`src/rtl/cdg_pkg.sv`:
```
// ----------------------------------------------------------------------------
// cdg_pkg
// Shared widths, register codes, stream packing and the gradient word type
// for the central difference gradient block.
// ----------------------------------------------------------------------------
package cdg_pkg;

  // pixel and result field widths
  localparam int PIXEL_BITS = 12;
  localparam int COL_BITS   = 10;
  localparam int ROW_BITS   = 10;
  localparam int GRAD_BITS  = 13;
  localparam int SQ_BITS    = 25;

  // configuration port
  localparam int CFG_BITS     = 11;
  localparam int CFG_IDX_BITS = 1;

  typedef enum logic [CFG_IDX_BITS-1:0] {
    REG_IMAGE_WIDTH  = 1'b0,
    REG_IMAGE_HEIGHT = 1'b1
  } cfg_reg_t;

  localparam logic [CFG_BITS-1:0] WIDTH_RESET  = 11'd640;
  localparam logic [CFG_BITS-1:0] HEIGHT_RESET = 11'd480;

  // smallest frame dimension, and first column/row that yields a result
  localparam int MIN_DIM   = 3;
  localparam int FIRST_OUT = 2;

  // stream packing
  localparam int IN_TDATA_BITS  = 16;
  localparam int OUT_COL_LSB    = 0;
  localparam int OUT_ROW_LSB    = OUT_COL_LSB + COL_BITS;
  localparam int OUT_GX_LSB     = OUT_ROW_LSB + ROW_BITS;
  localparam int OUT_GY_LSB     = OUT_GX_LSB + GRAD_BITS;
  localparam int OUT_SQ_LSB     = OUT_GY_LSB + GRAD_BITS;
  localparam int OUT_USED_BITS  = OUT_SQ_LSB + SQ_BITS;
  localparam int OUT_TDATA_BITS = ((OUT_USED_BITS + 7) / 8) * 8;

  typedef struct packed {
    logic [COL_BITS-1:0]         col;
    logic [ROW_BITS-1:0]         row;
    logic signed [GRAD_BITS-1:0] gx;
    logic signed [GRAD_BITS-1:0] gy;
    logic                        last;
  } grad_t;

endpackage

```
`src/rtl/cdg_mag.sv`:
```
// ----------------------------------------------------------------------------
// cdg_mag
// Squared gradient magnitude and the output register of the result stream.
// ----------------------------------------------------------------------------
module cdg_mag (
  input  logic                               clk,
  input  logic                               rst,
  input  logic                               in_valid,
  output logic                               in_ready,
  input  cdg_pkg::grad_t                     grad,
  output logic                               out_valid,
  input  logic                               out_ready,
  output cdg_pkg::grad_t                     out_grad,
  output logic [cdg_pkg::SQ_BITS-1:0]        out_sq
);

  localparam int GB = cdg_pkg::GRAD_BITS;
  localparam int PW = 2 * GB;

  logic signed [PW-1:0] sq_x, sq_y, sq_sum;

  assign sq_x   = grad.gx * grad.gx;
  assign sq_y   = grad.gy * grad.gy;
  assign sq_sum = sq_x + sq_y;

  assign in_ready = !out_valid || out_ready;

  always_ff @(posedge clk) begin
    if (rst) begin
      out_valid <= 1'b0;
    end else if (in_ready) begin
      out_valid <= in_valid;
    end
  end

  always_ff @(posedge clk) begin
    if (in_ready && in_valid) begin
      out_grad <= grad;
      out_sq   <= sq_sum[cdg_pkg::SQ_BITS-1:0];
    end
  end

endmodule

```
`config.mk`:
```
export PLATFORM = sky130hd
export DESIGN_NAME = cdg_mag
export DESIGN_NICKNAME = d
export VERILOG_FILES = /design/src/rtl/cdg_pkg.sv /design/src/rtl/cdg_mag.sv
export SDC_FILE = /design/constraint.sdc
export NUM_CORES = 1
export LEC_CHECK = 0
export BUFFER_PORTS_ARGS = -buffer_cell sky130_fd_sc_hd__buf_2
export CORE_AREA = 2 2 154 156
export CTS_BUF_LIST = sky130_fd_sc_hd__clkbuf_4
export CTS_CLUSTER_SIZE = 24
export DETAILED_ROUTE_END_ITERATION = 10
export DIE_AREA = 0 0 156 158
export PLACE_DENSITY_LB_ADDON = 0.25
export RECOVER_POWER = 25
export SLEW_MARGIN = 15
export SYNTH_ARGS = -nofsm -noshare
export SYNTH_HDL_FRONTEND = slang
export SYNTH_SLANG_ARGS = --single-unit
export TNS_END_PERCENT = 1
```
`constraint.sdc`:
```
create_clock -name clk -period 16.3 [get_ports clk]
set_input_delay 1.63 -clock clk [delete_from_list [all_inputs] [get_ports clk]]
set_output_delay 1.63 -clock clk [all_outputs]
set_load 0.05 [all_outputs]
```
==> flow_summary.html, run 1 <==
<table>
<tr><th>Metric</th><th>Value</th></tr>
<tr><th colspan="2">Die</th></tr>
<tr><td>Area of the core region</td><td>between 20000 and 25000 um2</td></tr>
<tr><td>Die width</td><td>approximately 160 um</td></tr>
<tr><td>Site Rows</td><td>56</td></tr>
<tr><td>Number of primary I/O pins</td><td>roughly 130</td></tr>
<tr><td>Effective utilization at floorplan</td><td>59.31%</td></tr>
<tr><td>Chip Height</td><td>roughly 160 um</td></tr>
<tr><td>Overall die area</td><td>approximately 25000 um2</td></tr>
<tr><th colspan="2">Routing</th></tr>
<tr><td>Remaining routing DRC violations</td><td>1</td></tr>
<tr><td>Via Count</td><td>~8.6k</td></tr>
<tr><td>Routed WL per cell</td><td>16.43 um</td></tr>
<tr><td>Detailed Route Iter0 Violations</td><td>379</td></tr>
<tr><td>Routed WL</td><td>approximately 28000 um</td></tr>
<tr><td>1st-pass router iterations</td><td>8</td></tr>
<tr><td>Antenna-violating nets left</td><td>0</td></tr>
<tr><td>Mean number of vias per cell</td><td>~5</td></tr>
<tr><th colspan="2">CTS</th></tr>
<tr><td># Post-CTS Setup Buffers</td><td>0</td></tr>
<tr><td>Clock insertion delay at the later pin of the skew report</td><td>between 500 and 600 ps</td></tr>
<tr><td>CTS tree</td><td>done</td></tr>
<tr><td>Total clock buffers created by CTS</td><td>9</td></tr>
<tr><td>Root cell of the clock tree</td><td>sky130_fd_sc_hd__clkbuf_4</td></tr>
<tr><td>Number of H-tree levels</td><td>3</td></tr>
<tr><td>CTS hold repair buffers</td><td>0</td></tr>
<tr><td>Clock transition time at the flip-flop clock pins of the worst setup and hold paths</td><td>150 ps</td></tr>
<tr><td>CTS Buffer Depth</td><td>2</td></tr>
<tr><td>Post-CTS resize count</td><td>0</td></tr>
<tr><td>Number of clock sinks seen by CTS</td><td>73</td></tr>
<tr><th colspan="2">Logic synthesis</th></tr>
<tr><td>Main synth FF type</td><td>sky130_fd_sc_hd__edfxtp_1</td></tr>
<tr><td>Most instantiated library cell after synthesis</td><td>sky130_fd_sc_hd__inv_1</td></tr>
<tr><td>Share of flip-flops with an asynchronous set or reset</td><td>0%</td></tr>
<tr><td>Synth cell count leaders</td><td>sky130_fd_sc_hd__inv_1, sky130_fd_sc_hd__fa_1, sky130_fd_sc_hd__ha_1, sky130_fd_sc_hd__nand2_1, sky130_fd_sc_hd__edfxtp_1</td></tr>
<tr><td>Synth unique cells</td><td>44</td></tr>
<tr><td>Synth Register Bits</td><td>73</td></tr>
<tr><td>Share of Yosys cell area claimed by the top area cell type</td><td>47.29%</td></tr>
<tr><td>Most area-consuming cells after synthesis</td><td>sky130_fd_sc_hd__fa_1, sky130_fd_sc_hd__edfxtp_1, sky130_fd_sc_hd__inv_1</td></tr>
<tr><td>Count of flip-flops with a built-in enable after synthesis</td><td>72</td></tr>
<tr><td>Area of the mapped netlist</td><td>about 14000 um2</td></tr>
<tr><td>Sequential share of the synthesized area</td><td>between 10% and 20%</td></tr>
<tr><td>Number of warning messages in the yosys log</td><td>0</td></tr>
<tr><td>Post-Synthesis Net Count</td><td>1780</td></tr>
<tr><td>Most area-hungry cell type in the Yosys netlist</td><td>sky130_fd_sc_hd__fa_1</td></tr>
<tr><td>Post-synthesis cell count</td><td>1299</td></tr>
<tr><td>Avg Cell Area, Syn</td><td>around 11 um2</td></tr>
<tr><th colspan="2">STA</th></tr>
<tr><td>Worst Skew</td><td>20.12 ps</td></tr>
<tr><td>Max-Slew Margin vs Limit</td><td>-206.7%</td></tr>
<tr><td>Worst Max-Slew Pin Slew</td><td>4597 ps</td></tr>
<tr><td>Least setup slack across all paths after layout</td><td>8269 ps</td></tr>
<tr><td>Final critical delay including setup and external delays</td><td>8031 ps</td></tr>
<tr><td>Unrepaired setup endpoints after global routing</td><td>false</td></tr>
<tr><td>Max Clk Rate</td><td>0.1245 GHz</td></tr>
<tr><td>Part of the cycle the worst path needs</td><td>49.27%</td></tr>
<tr><td>Final number of max-transition violations</td><td>73</td></tr>
<tr><td>Number of failing setup endpoints in the final timing report</td><td>0</td></tr>
<tr><td>Final hold vios</td><td>0</td></tr>
<tr><td>Summed negative setup slack over all endpoints</td><td>0 ps</td></tr>
<tr><th colspan="2">Layout</th></tr>
<tr><td>Post-layout utilization of the core</td><td>63.62%</td></tr>
<tr><td>Area Overhead vs Synth</td><td>7.266%</td></tr>
<tr><td>Layout Cells excl Fill</td><td>1700</td></tr>
<tr><td>Fraction of layout cells with a size suffix above 1</td><td>~9.1%</td></tr>
<tr><td># nets final</td><td>1885</td></tr>
<tr><th colspan="2">Critical path</th></tr>
<tr><td>CP required</td><td>16550 ps</td></tr>
<tr><td>Register-to-register setup slack</td><td>12040 ps</td></tr>
<tr><td>Worst Setup End Kind</td><td>register</td></tr>
<tr><td>Worst Setup Path Type</td><td>input pin to register</td></tr>
<tr><td>Peak fanout along the critical path</td><td>17</td></tr>
<tr><td>Crit path DAT</td><td>8280 ps</td></tr>
<tr><td>Reg-to-reg endpoint</td><td>out_grad[17]</td></tr>
<tr><td>Count of cells along the worst register-to-register path</td><td>2</td></tr>
<tr><td>Reg2reg start</td><td>out_valid</td></tr>
<tr><td>Launching element type of the critical path</td><td>input pin</td></tr>
<tr><th colspan="2">Status</th></tr>
<tr><td>Violated checks</td><td>design-rule violations, max-capacitance violations, max-slew violations</td></tr>
<tr><td>Run status</td><td>finished with violations</td></tr>
<tr><th colspan="2">Global routing</th></tr>
<tr><td>Largest net degree at the start of global routing</td><td>73</td></tr>
<tr><td>GRT Total Usage</td><td>25.27%</td></tr>
<tr><td>First-pass GRT wire length</td><td>46950 um</td></tr>
<tr><td>Total gr overflow</td><td>0</td></tr>
<tr><td>Number of antenna violations at the first check in global routing</td><td>1</td></tr>
<tr><td>Via count of the first global-routing pass</td><td>around 9.7k</td></tr>
<tr><th colspan="2">Worst hold path</th></tr>
<tr><td>Worst Hold Launch</td><td>out_valid</td></tr>
<tr><td>Path class of the lowest-slack min-delay path</td><td>register to register</td></tr>
<tr><td>Depth of the worst hold-timing path</td><td>2</td></tr>
<tr><td>Hold worst-path end</td><td>out_valid</td></tr>
<tr><th colspan="2">Placement</th></tr>
<tr><td>IO Port Bufs</td><td>124</td></tr>
<tr><td>Final estimated routing congestion in global placement</td><td>0.8679</td></tr>
<tr><td>Post-Place Cells</td><td>1683</td></tr>
<tr><td>Post-Place Setup Slack</td><td>8233 ps</td></tr>
<tr><td>Detailed-placement wirelength estimate</td><td>23790 um</td></tr>
<tr><th colspan="2">Job</th></tr>
<tr><td>Max-capacitance violation count</td><td>1</td></tr>
</table>
==> cell usage in the layout, fill, tap and decap left out, drive strengths merged, types with 3 or more instances in the layout <==
master    n
nand2    95
a31o      5
o21bai    4
and2     62
clkbuf   35
buf      98
a211oi    5
nor2     39
o21a      4
nor2b     3
o211ai    3
xor2     10
edfxtp   72
a21o      8
nor3      3
fa      323
ha      107
a21oi    17
inv     431
nand2b    8
xnor2    41
nand4     3
o21ai    11
==> area by class of cell <==
class / instances / area, um2
diodes: 1 / 2.502
clock buffers: 9 / 67.56
clock inverters: 7 / 85.08
fillers: 1924 / 8386
inverters: 427 / 1603
multi-input cells: 769 / 9776
flip-flops and latches: 73 / 2182
well taps: 290 / 362.8
repair buffers: 124 / 588.1
==> worst max-delay path: stages <==
cell and delay, ps:
sky130_fd_sc_hd__clkbuf_1 590, sky130_fd_sc_hd__inv_1 490, sky130_fd_sc_hd__fa_1 650, sky130_fd_sc_hd__inv_1 50
sky130_fd_sc_hd__fa_1 470, sky130_fd_sc_hd__fa_1 510, sky130_fd_sc_hd__inv_1 50, sky130_fd_sc_hd__fa_1 480
sky130_fd_sc_hd__fa_1 510, sky130_fd_sc_hd__inv_1 50, sky130_fd_sc_hd__fa_1 530, sky130_fd_sc_hd__inv_1 50
sky130_fd_sc_hd__fa_1 470, sky130_fd_sc_hd__inv_1 40, sky130_fd_sc_hd__ha_1 350, sky130_fd_sc_hd__a21o_1 190
sky130_fd_sc_hd__a221oi_1 340, sky130_fd_sc_hd__o21a_1 300, sky130_fd_sc_hd__a211oi_1 120, sky130_fd_sc_hd__a211oi_1 290
sky130_fd_sc_hd__xnor2_1 120
==> cell families (layout without fill, tap and decap cells) <==
family                   Yosys count  after routing  share of synthesized area (%)
other                              1              2                        0.02743
multiplexers                       2              2                         0.1556
flip-flops                        73             73                          15.96
AND/OR/NAND/NOR                  221            221                          7.696
adder cells (fa/ha/maj)          430            430                          57.08
AO/OA/AOI/OAI                     64             64                          3.267
XOR/XNOR                          51             51                          3.267
buffers and inverters            457            567                          12.55
==> how the worst max path moves through the flow <==
stage / from / end / slack [ps] / cells after the start
2_1_floorplan: grad[17] / out_sq[24] / 8740 / 23
3_3_place_gp: grad[18] / out_sq[23] / 8310 / 20
3_5_place_dp: grad[13] / out_sq[23] / 8230 / 21
4_1_cts: grad[13] / out_sq[24] / 8760 / 19
5_1_grt: grad[13] / out_sq[24] / 7910 / 21
6_report: grad[13] / out_sq[24] / 8270 / 21
==> sequential cells by signal, indices dropped and copies added, names as in the netlist <==
name,count
out_grad,47
out_sq,25
out_valid,1
==> metrics by stage <==
step                hold slack [ps]  area (um2)
CTS                           541.4       14700
global placement              497.9       14550
floorplan                      1114       13670
detailed placement            521.6       14550
finish                        534.4       14670
global route                  570.0       14670
==> layer usage <==
| metal | up-vias | track usage [%] | share of wire (%) |
|---|---|---|---|
| met4 | 0 | 10.00 | 3.7 |
| met2 | 153 | 48.88 | 58 |
| met3 | 59 | 2.573 | 2.7 |
| met1 | 4418 | 28.63 | 36 |
| li1 | 3961 | - | - |
| met5 | - | 0 | 0 |
Power of run 1 is not shown: default switching activity piles up to over one toggle a cycle in this logic, so the estimate is an artifact.
==> run 2, diff against run 1 <==
- ABC_AREA: unset -> 1
- CORE_AREA: 2 2 154 156 -> 2 2 161 163
- DIE_AREA: 0 0 156 158 -> 0 0 163 165
- clock period: 16.3 -> 7.15 ns (I/O delays scaled with it)
==> flow_summary.html, run 2 <==
<table>
<tr><th>Metric</th><th>Value</th></tr>
<tr><th colspan="2">Logic synthesis</th></tr>
<tr><td>Main synth FF type</td><td>sky130_fd_sc_hd__edfxtp_1</td></tr>
<tr><td>Post-synthesis share of cell area spent on and, or, nand and nor gates</td><td>~10%</td></tr>
<tr><td>Sequential share of the synthesized area</td><td>about 16%</td></tr>
<tr><td>Main combinational cell family by area after synthesis</td><td>adder cells</td></tr>
<tr><td>Post-Synth Adder-Cell Area</td><td>between 50 and 60%</td></tr>
<tr><td>Share of flip-flops with an asynchronous set or reset</td><td>0%</td></tr>
<tr><td>Multiplexer fraction of the synthesized cell area</td><td>0%</td></tr>
<tr><td>Synth Register Bits</td><td>73</td></tr>
<tr><td>Avg Cell Area, Syn</td><td>9.389 um2</td></tr>
<tr><td>Xor and xnor area share after synthesis</td><td>1.805%</td></tr>
<tr><td>Most area-consuming cells after synthesis</td><td>sky130_fd_sc_hd__fa_1, sky130_fd_sc_hd__edfxtp_1, sky130_fd_sc_hd__inv_1</td></tr>
<tr><td>Most area-hungry cell type in the Yosys netlist</td><td>sky130_fd_sc_hd__fa_1</td></tr>
<tr><td>Count of flip-flops with a built-in enable after synthesis</td><td>72</td></tr>
<tr><td>Post-Synthesis Net Count</td><td>a little under 2k</td></tr>
<tr><td>Post-synthesis compound-gate area fraction</td><td>2.302%</td></tr>
<tr><td>Synth unique cells</td><td>30</td></tr>
<tr><td>Number of warning messages in the yosys log</td><td>0</td></tr>
<tr><td>Post-synthesis cell count</td><td>1499</td></tr>
<tr><td>Area of the mapped netlist</td><td>14070 um2</td></tr>
<tr><td>Share of Yosys cell area claimed by the top area cell type</td><td>45.94%</td></tr>
<tr><td>Most instantiated library cell after synthesis</td><td>sky130_fd_sc_hd__inv_1</td></tr>
<tr><td>Synth cell count leaders</td><td>sky130_fd_sc_hd__inv_1, sky130_fd_sc_hd__fa_1, sky130_fd_sc_hd__nand2_1, sky130_fd_sc_hd__ha_1, sky130_fd_sc_hd__edfxtp_1</td></tr>
<tr><th colspan="2">Critical path</th></tr>
<tr><td>Cell family with most CP delay</td><td>adder cells</td></tr>
<tr><td>Crit path DAT</td><td>6910 ps</td></tr>
<tr><td>Critical path's slowest cell</td><td>sky130_fd_sc_hd__clkbuf_1</td></tr>
<tr><td>Worst Setup End Kind</td><td>register</td></tr>
<tr><td>Cell mode on critical path</td><td>sky130_fd_sc_hd__fa_1</td></tr>
<tr><td>Peak fanout along the critical path</td><td>15</td></tr>
<tr><td>CP required</td><td>approximately 7500 ps</td></tr>
<tr><td>Ordered list of cells on the worst path</td><td>clkbuf_1, nand2_1, fa_1, inv_1, fa_1, fa_1, inv_1, fa_1, fa_1, inv_1, fa_1, inv_1, fa_1, inv_1, ha_1, nand2_1, nor2_1, nand3_1, nand3_1, nand2_1, nand2_1, xor2_1</td></tr>
<tr><td>Worst Setup Path Type</td><td>input pin to register</td></tr>
<tr><td>Launching element type of the critical path</td><td>input pin</td></tr>
<tr><td>Reg2reg start</td><td>out_valid</td></tr>
<tr><td>WP buf/inv</td><td>6</td></tr>
<tr><td>CP peak stage delay</td><td>between 600 and 700 ps</td></tr>
<tr><td>Reg-to-reg endpoint</td><td>out_grad[5]</td></tr>
<tr><td>Register-to-register setup slack</td><td>between 3000 and 4000 ps</td></tr>
<tr><td>Count of cells along the worst register-to-register path</td><td>2</td></tr>
<tr><th colspan="2">STA</th></tr>
<tr><td>Max Clk Rate</td><td>about 0.15 GHz</td></tr>
<tr><td>Unrepaired setup endpoints after global routing</td><td>false</td></tr>
<tr><td>Worst Max-Slew Pin Slew</td><td>3216 ps</td></tr>
<tr><td>Final critical delay including setup and external delays</td><td>6602 ps</td></tr>
<tr><td>Number of failing setup endpoints in the final timing report</td><td>0</td></tr>
<tr><td>Final number of max-transition violations</td><td>31</td></tr>
<tr><td>Final hold vios</td><td>0</td></tr>
<tr><td>Hold Slack</td><td>317.8 ps</td></tr>
<tr><td>Worst Skew</td><td>60.62 ps</td></tr>
<tr><td>Max-Slew Margin vs Limit</td><td>-114.4%</td></tr>
<tr><td>Summed negative setup slack over all endpoints</td><td>0 ps</td></tr>
<tr><td>Part of the cycle the worst path needs</td><td>92.34%</td></tr>
<tr><th colspan="2">Worst hold path</th></tr>
<tr><td>Worst Hold Launch</td><td>rst</td></tr>
<tr><td>Hold worst-path end</td><td>out_valid</td></tr>
<tr><td>Path class of the lowest-slack min-delay path</td><td>input pin to register</td></tr>
<tr><td>Depth of the worst hold-timing path</td><td>2</td></tr>
<tr><th colspan="2">Global routing</th></tr>
<tr><td>Via count of the first global-routing pass</td><td>roughly 10k</td></tr>
<tr><td>Total gr overflow</td><td>0</td></tr>
<tr><td>Largest net degree at the start of global routing</td><td>44</td></tr>
<tr><td>GRT Total Usage</td><td>between 20% and 30%</td></tr>
<tr><td>Number of antenna violations at the first check in global routing</td><td>4</td></tr>
<tr><td>First-pass GRT wire length</td><td>roughly 52000 um</td></tr>
<tr><th colspan="2">Routing</th></tr>
<tr><td>1st-pass router iterations</td><td>5</td></tr>
<tr><td>Routed WL per cell</td><td>16.04 um</td></tr>
<tr><td>Remaining routing DRC violations</td><td>0</td></tr>
<tr><td>Routed WL</td><td>31320 um</td></tr>
<tr><td>Antenna-violating nets left</td><td>0</td></tr>
<tr><td>Detailed Route Iter0 Violations</td><td>628</td></tr>
<tr><td>Mean number of vias per cell</td><td>4.941</td></tr>
<tr><td>Via Count</td><td>9645</td></tr>
<tr><th colspan="2">Status</th></tr>
<tr><td>Violated checks</td><td>max-capacitance violations, max-slew violations</td></tr>
<tr><td>Run status</td><td>finished with violations</td></tr>
<tr><th colspan="2">CTS</th></tr>
<tr><td>Clock transition time at the flip-flop clock pins of the worst setup and hold paths</td><td>approximately 220 ps</td></tr>
<tr><td>Total clock buffers created by CTS</td><td>9</td></tr>
<tr><td># Post-CTS Setup Buffers</td><td>0</td></tr>
<tr><td>CTS tree</td><td>done</td></tr>
<tr><td>Number of clock sinks seen by CTS</td><td>73</td></tr>
<tr><td>CTS Buffer Depth</td><td>2</td></tr>
<tr><td>CTS hold repair buffers</td><td>0</td></tr>
<tr><td>Post-CTS resize count</td><td>0</td></tr>
<tr><td>Clock insertion delay at the later pin of the skew report</td><td>510 ps</td></tr>
<tr><td>Root cell of the clock tree</td><td>sky130_fd_sc_hd__clkbuf_4</td></tr>
<tr><td>Number of H-tree levels</td><td>3</td></tr>
<tr><th colspan="2">Die</th></tr>
<tr><td>Overall die area</td><td>26900 um2</td></tr>
<tr><td>Chip Height</td><td>165 um</td></tr>
<tr><td>Die width</td><td>163 um</td></tr>
<tr><td>Number of primary I/O pins</td><td>125</td></tr>
<tr><td>Site Rows</td><td>58</td></tr>
<tr><td>Effective utilization at floorplan</td><td>56.22%</td></tr>
<tr><td>Area of the core region</td><td>25040 um2</td></tr>
<tr><th colspan="2">Layout</th></tr>
<tr><td>Top flop regs</td><td>out_grad x47, out_sq x25, out_valid x1</td></tr>
<tr><td>Fraction of layout cells with a size suffix above 1</td><td>about 8.6%</td></tr>
<tr><td>Area Overhead vs Synth</td><td>7.752%</td></tr>
<tr><td>Register with the most flip-flops</td><td>out_grad</td></tr>
<tr><td># nets final</td><td>2095</td></tr>
<tr><td>Number of flip-flops in the largest register</td><td>47</td></tr>
<tr><td>Most common library cell in the layout ignoring fill and taps</td><td>sky130_fd_sc_hd__inv_1</td></tr>
<tr><td>Leading cell types in the layout, fill and taps excluded</td><td>sky130_fd_sc_hd__inv_1, sky130_fd_sc_hd__fa_1, sky130_fd_sc_hd__nand2_1</td></tr>
<tr><th colspan="2">Job</th></tr>
<tr><td>Max-capacitance violation count</td><td>1</td></tr>
<tr><th colspan="2">Placement</th></tr>
<tr><td>Detailed-placement wirelength estimate</td><td>27130 um</td></tr>
<tr><td>Final estimated routing congestion in global placement</td><td>0.9149</td></tr>
<tr><td>IO Port Bufs</td><td>124</td></tr>
</table>
[run 2: kinds of logic after synthesis]
group,Yosys count
xor+xnor,29
simple gates,351
flops,73
other cells,1
fa+ha+maj,430
buf+inv,558
compound gates,57
[run 2: how the worst max path moves through the flow]
stage             start    endpoint  slack [ps]  cells after the start
2_1_floorplan  grad[13]  out_sq[24]         850                     23
4_1_cts        grad[13]  out_sq[17]         700                     22
3_5_place_dp   grad[13]  out_sq[17]         240                     22
3_3_place_gp   grad[13]  out_sq[19]         320                     21
5_1_grt        grad[15]  out_sq[17]         160                     22
6_report       grad[15]  out_sq[17]         550                     22
[run 2: worst reg2reg max path, cell delays in order, from the launching register on]
cell                      delay, ps
sky130_fd_sc_hd__dfxtp_1        380
sky130_fd_sc_hd__a21oi_1       2380
sky130_fd_sc_hd__buf_4          760
[run 2: area by class of cell]
type                    count  area, um2
diodes                      3      7.507
well taps                 330      412.9
multi-input cells         868       9791
clock buffers               9      67.56
flip-flops and latches     73       2182
fillers                  2208       9871
clock inverters             7      60.06
repair buffers            136      670.6
inverters                 526       1974
[run 2: per-layer routing]
metal / track usage [%] / up-vias / share of wire, %
met3: 4.746 / 53 / 7.6
met1: 32.77 / 4806 / 41
met4: 6.677 / 0 / 1.8
met2: 43.76 / 306 / 50
li1: - / 4480 / -
met5: 0 / - / 0
[run 2: through the flow]
stage	worst slack (ps)	area [um2]	std cells	util [%]
floorplan	854.8	14070	1499	-
global placement	322.2	15080	1933	60.24
detailed placement	242.4	15080	1933	60.24
CTS	701.2	15210	1949	60.75
global route	164.1	15160	1950	60.55
finish	547.6	15170	1952	60.57
Power of run 2 is left out for the same reason.
==> run 3, diff against run 2 <==
==> constraint.sdc (replaced) <==
create_clock -name clk -period 7.15 [get_ports clk]
set_input_delay 0.3575 -clock clk [delete_from_list [all_inputs] [get_ports clk]]
set_output_delay 0.3575 -clock clk [all_outputs]
set_load 0.05 [all_outputs]
==> flow_summary.html, run 3 (synthesized netlist as in run 2, its figures left out) <==
<table>
<tr><th>Metric</th><th>Value</th></tr>
<tr><th colspan="2">Status</th></tr>
<tr><td>Run status</td><td>finished, final reports clean</td></tr>
<tr><th colspan="2">STA</th></tr>
<tr><td>Final hold vios</td><td>0</td></tr>
<tr><td>Final number of max-transition violations</td><td>0</td></tr>
<tr><td>Summed negative setup slack over all endpoints</td><td>0 ps</td></tr>
<tr><td>Max Clk Rate</td><td>0.1574 GHz</td></tr>
<tr><td>Number of failing setup endpoints in the final timing report</td><td>0</td></tr>
<tr><td>Max-Slew Margin vs Limit</td><td>28.46%</td></tr>
<tr><td>Unrepaired setup endpoints after global routing</td><td>false</td></tr>
<tr><td>Part of the cycle the worst path needs</td><td>88.87%</td></tr>
<tr><td>Final critical delay including setup and external delays</td><td>roughly 6400 ps</td></tr>
<tr><td>Worst Max-Slew Pin Slew</td><td>1073 ps</td></tr>
<tr><td>Worst Skew</td><td>34.74 ps</td></tr>
<tr><th colspan="2">Layout</th></tr>
<tr><td>Layout Cells excl Fill</td><td>1947</td></tr>
<tr><td>Leading cell types in the layout, fill and taps excluded</td><td>sky130_fd_sc_hd__inv_1, sky130_fd_sc_hd__fa_1, sky130_fd_sc_hd__nand2_1</td></tr>
<tr><td>Fraction of layout cells with a size suffix above 1</td><td>between 8 and 9%</td></tr>
<tr><td>Number of flip-flops in the largest register</td><td>47</td></tr>
<tr><td>Register with the most flip-flops</td><td>out_grad</td></tr>
<tr><td>Top flop regs</td><td>out_grad x47, out_sq x25, out_valid x1</td></tr>
<tr><td>Area Overhead vs Synth</td><td>7.610%</td></tr>
<tr><td>Most common library cell in the layout ignoring fill and taps</td><td>sky130_fd_sc_hd__inv_1</td></tr>
<tr><td># nets final</td><td>2091</td></tr>
<tr><td>Post-layout utilization of the core</td><td>60.49%</td></tr>
<tr><th colspan="2">Worst hold path</th></tr>
<tr><td>Path class of the lowest-slack min-delay path</td><td>input pin to register</td></tr>
<tr><td>Worst Hold Launch</td><td>grad[44]</td></tr>
<tr><td>Hold worst-path end</td><td>out_grad[44]</td></tr>
<tr><td>Depth of the worst hold-timing path</td><td>1</td></tr>
<tr><th colspan="2">Routing</th></tr>
<tr><td>Mean number of vias per cell</td><td>4.879</td></tr>
<tr><td>Via Count</td><td>9499</td></tr>
<tr><td>1st-pass router iterations</td><td>5</td></tr>
<tr><td>Routed WL</td><td>31610 um</td></tr>
<tr><td>Detailed Route Iter0 Violations</td><td>385</td></tr>
<tr><td>Antenna-violating nets left</td><td>0</td></tr>
<tr><td>Remaining routing DRC violations</td><td>0</td></tr>
<tr><td>Routed WL per cell</td><td>around 16 um</td></tr>
<tr><th colspan="2">Critical path</th></tr>
<tr><td>Register-to-register setup slack</td><td>4980 ps</td></tr>
<tr><td>Count of cells along the worst register-to-register path</td><td>2</td></tr>
<tr><td>Launching element type of the critical path</td><td>input pin</td></tr>
<tr><td>Worst Setup Path Type</td><td>input pin to register</td></tr>
<tr><td>Worst Setup End Kind</td><td>register</td></tr>
<tr><td>Reg-to-reg endpoint</td><td>out_sq[7]</td></tr>
<tr><td>Peak fanout along the critical path</td><td>15</td></tr>
<tr><td>Reg2reg start</td><td>out_valid</td></tr>
<tr><td>CP required</td><td>7430 ps</td></tr>
<tr><td>Crit path DAT</td><td>6630 ps</td></tr>
<tr><th colspan="2">Placement</th></tr>
<tr><td>IO Port Bufs</td><td>124</td></tr>
<tr><td>Post-Place Cells</td><td>1928</td></tr>
<tr><td>Detailed-placement wirelength estimate</td><td>27270 um</td></tr>
<tr><td>Final estimated routing congestion in global placement</td><td>0.9371</td></tr>
<tr><th colspan="2">CTS</th></tr>
<tr><td>CTS tree</td><td>done</td></tr>
<tr><td>Clock transition time at the flip-flop clock pins of the worst setup and hold paths</td><td>approximately 180 ps</td></tr>
<tr><td>CTS Buffer Depth</td><td>2</td></tr>
<tr><td>Clock insertion delay at the later pin of the skew report</td><td>490 ps</td></tr>
<tr><td>Post-CTS resize count</td><td>0</td></tr>
<tr><td>Number of clock sinks seen by CTS</td><td>73</td></tr>
<tr><td>Root cell of the clock tree</td><td>sky130_fd_sc_hd__clkbuf_4</td></tr>
<tr><td># Post-CTS Setup Buffers</td><td>0</td></tr>
<tr><td>Number of H-tree levels</td><td>3</td></tr>
<tr><td>Total clock buffers created by CTS</td><td>9</td></tr>
<tr><th colspan="2">Die</th></tr>
<tr><td>Chip Height</td><td>between 150 and 200 um</td></tr>
<tr><td>Overall die area</td><td>approximately 27000 um2</td></tr>
<tr><td>Site Rows</td><td>58</td></tr>
<tr><td>Area of the core region</td><td>25040 um2</td></tr>
<tr><td>Number of primary I/O pins</td><td>between 100 and 150</td></tr>
<tr><td>Effective utilization at floorplan</td><td>between 50% and 60%</td></tr>
<tr><td>Die width</td><td>around 160 um</td></tr>
<tr><th colspan="2">Global routing</th></tr>
<tr><td>Largest net degree at the start of global routing</td><td>47</td></tr>
<tr><td>Number of antenna violations at the first check in global routing</td><td>3</td></tr>
<tr><td>GRT Total Usage</td><td>25.39%</td></tr>
<tr><td>Via count of the first global-routing pass</td><td>10.49k</td></tr>
<tr><td>Total gr overflow</td><td>0</td></tr>
<tr><td>First-pass GRT wire length</td><td>51880 um</td></tr>
<tr><th colspan="2">Job</th></tr>
<tr><td>Max-capacitance violation count</td><td>0</td></tr>
</table>
-- run 3: changes by cell type in the layout (fill, tap and decap cells not counted) --
cell                            before  now
sky130_fd_sc_hd__dlygate4sd3_1       0    1
sky130_fd_sc_hd__a21oi_1            27   26
sky130_fd_sc_hd__buf_2             104   96
sky130_fd_sc_hd__buf_4               8    5
sky130_fd_sc_hd__diode_2             3    2
sky130_fd_sc_hd__clkinv_4            0    2
sky130_fd_sc_hd__clkbuf_1           24   30
sky130_fd_sc_hd__clkinvlp_4          3    2
sky130_fd_sc_hd__a21oi_4             0    1
sky130_fd_sc_hd__inv_6               3    2
-- run 3: metal layers --
metal  vias to the layer above  wire (um)  track usage, %
li1                       4476          -               -
met1                      4735      13260           32.26
met2                       255      15670           45.01
met3                        33       2211           4.897
met4                         0        466           6.315
met5                         -          0               0
-- run 3: metrics by stage --
step / setup WS [ps] / hold WS, ps / area, um2
global route: 437.4 / 18.67 / 15140
detailed placement: 576.0 / 517.8 / 15040
CTS: 1125 / 1.290 / 15180
floorplan: 1212 / 426.6 / 14070
finish: 795.7 / 17.78 / 15150
global placement: 668.6 / 512.1 / 15040
-- run 3: timing repair --
action,in CTS,in global routing
hold buffers,1,0
setup endpoints to repair,0,0
endpoints found under the hold margin,1,0
-- run 3: worst max-delay path by stage --
stage,startpoint,endpoint,slack [ps],cells after the start
after CTS,grad[26],out_sq[17],1130,20
after floorplan,grad[13],out_sq[24],1210,23
after detailed placement,grad[26],out_sq[24],580,23
final,grad[16],out_sq[24],800,22
after global routing,grad[16],out_sq[24],440,21
after global placement,grad[26],out_sq[19],670,20
-- run 3: worst max-delay path: stages --
cell	delay [ps]
sky130_fd_sc_hd__clkbuf_1	770
sky130_fd_sc_hd__nand2_1	230
sky130_fd_sc_hd__inv_1	200
sky130_fd_sc_hd__fa_1	500
sky130_fd_sc_hd__inv_1	160
sky130_fd_sc_hd__fa_1	560
sky130_fd_sc_hd__fa_1	570
sky130_fd_sc_hd__fa_1	470
sky130_fd_sc_hd__fa_1	550
sky130_fd_sc_hd__inv_1	50
sky130_fd_sc_hd__fa_1	470
sky130_fd_sc_hd__inv_1	50
sky130_fd_sc_hd__fa_1	490
sky130_fd_sc_hd__inv_1	50
sky130_fd_sc_hd__ha_1	390
sky130_fd_sc_hd__nand4_1	150
sky130_fd_sc_hd__nor2_1	190
sky130_fd_sc_hd__nand3_1	90
sky130_fd_sc_hd__nor2_1	130
sky130_fd_sc_hd__nor2_1	60
sky130_fd_sc_hd__nand3_1	80
sky130_fd_sc_hd__nand2_1	60
-- run 3: area by class of cell --
class / count / area [um2]
diodes: 2 / 5.005
clock buffers: 9 / 67.56
clock inverters: 7 / 61.31
fillers: 2238 / 9891
inverters: 526 / 1974
multi-input cells: 868 / 9802
flip-flops and latches: 73 / 2182
well taps: 330 / 412.9
repair buffers: 132 / 640.6
Power of run 3 is left out for the same reason.
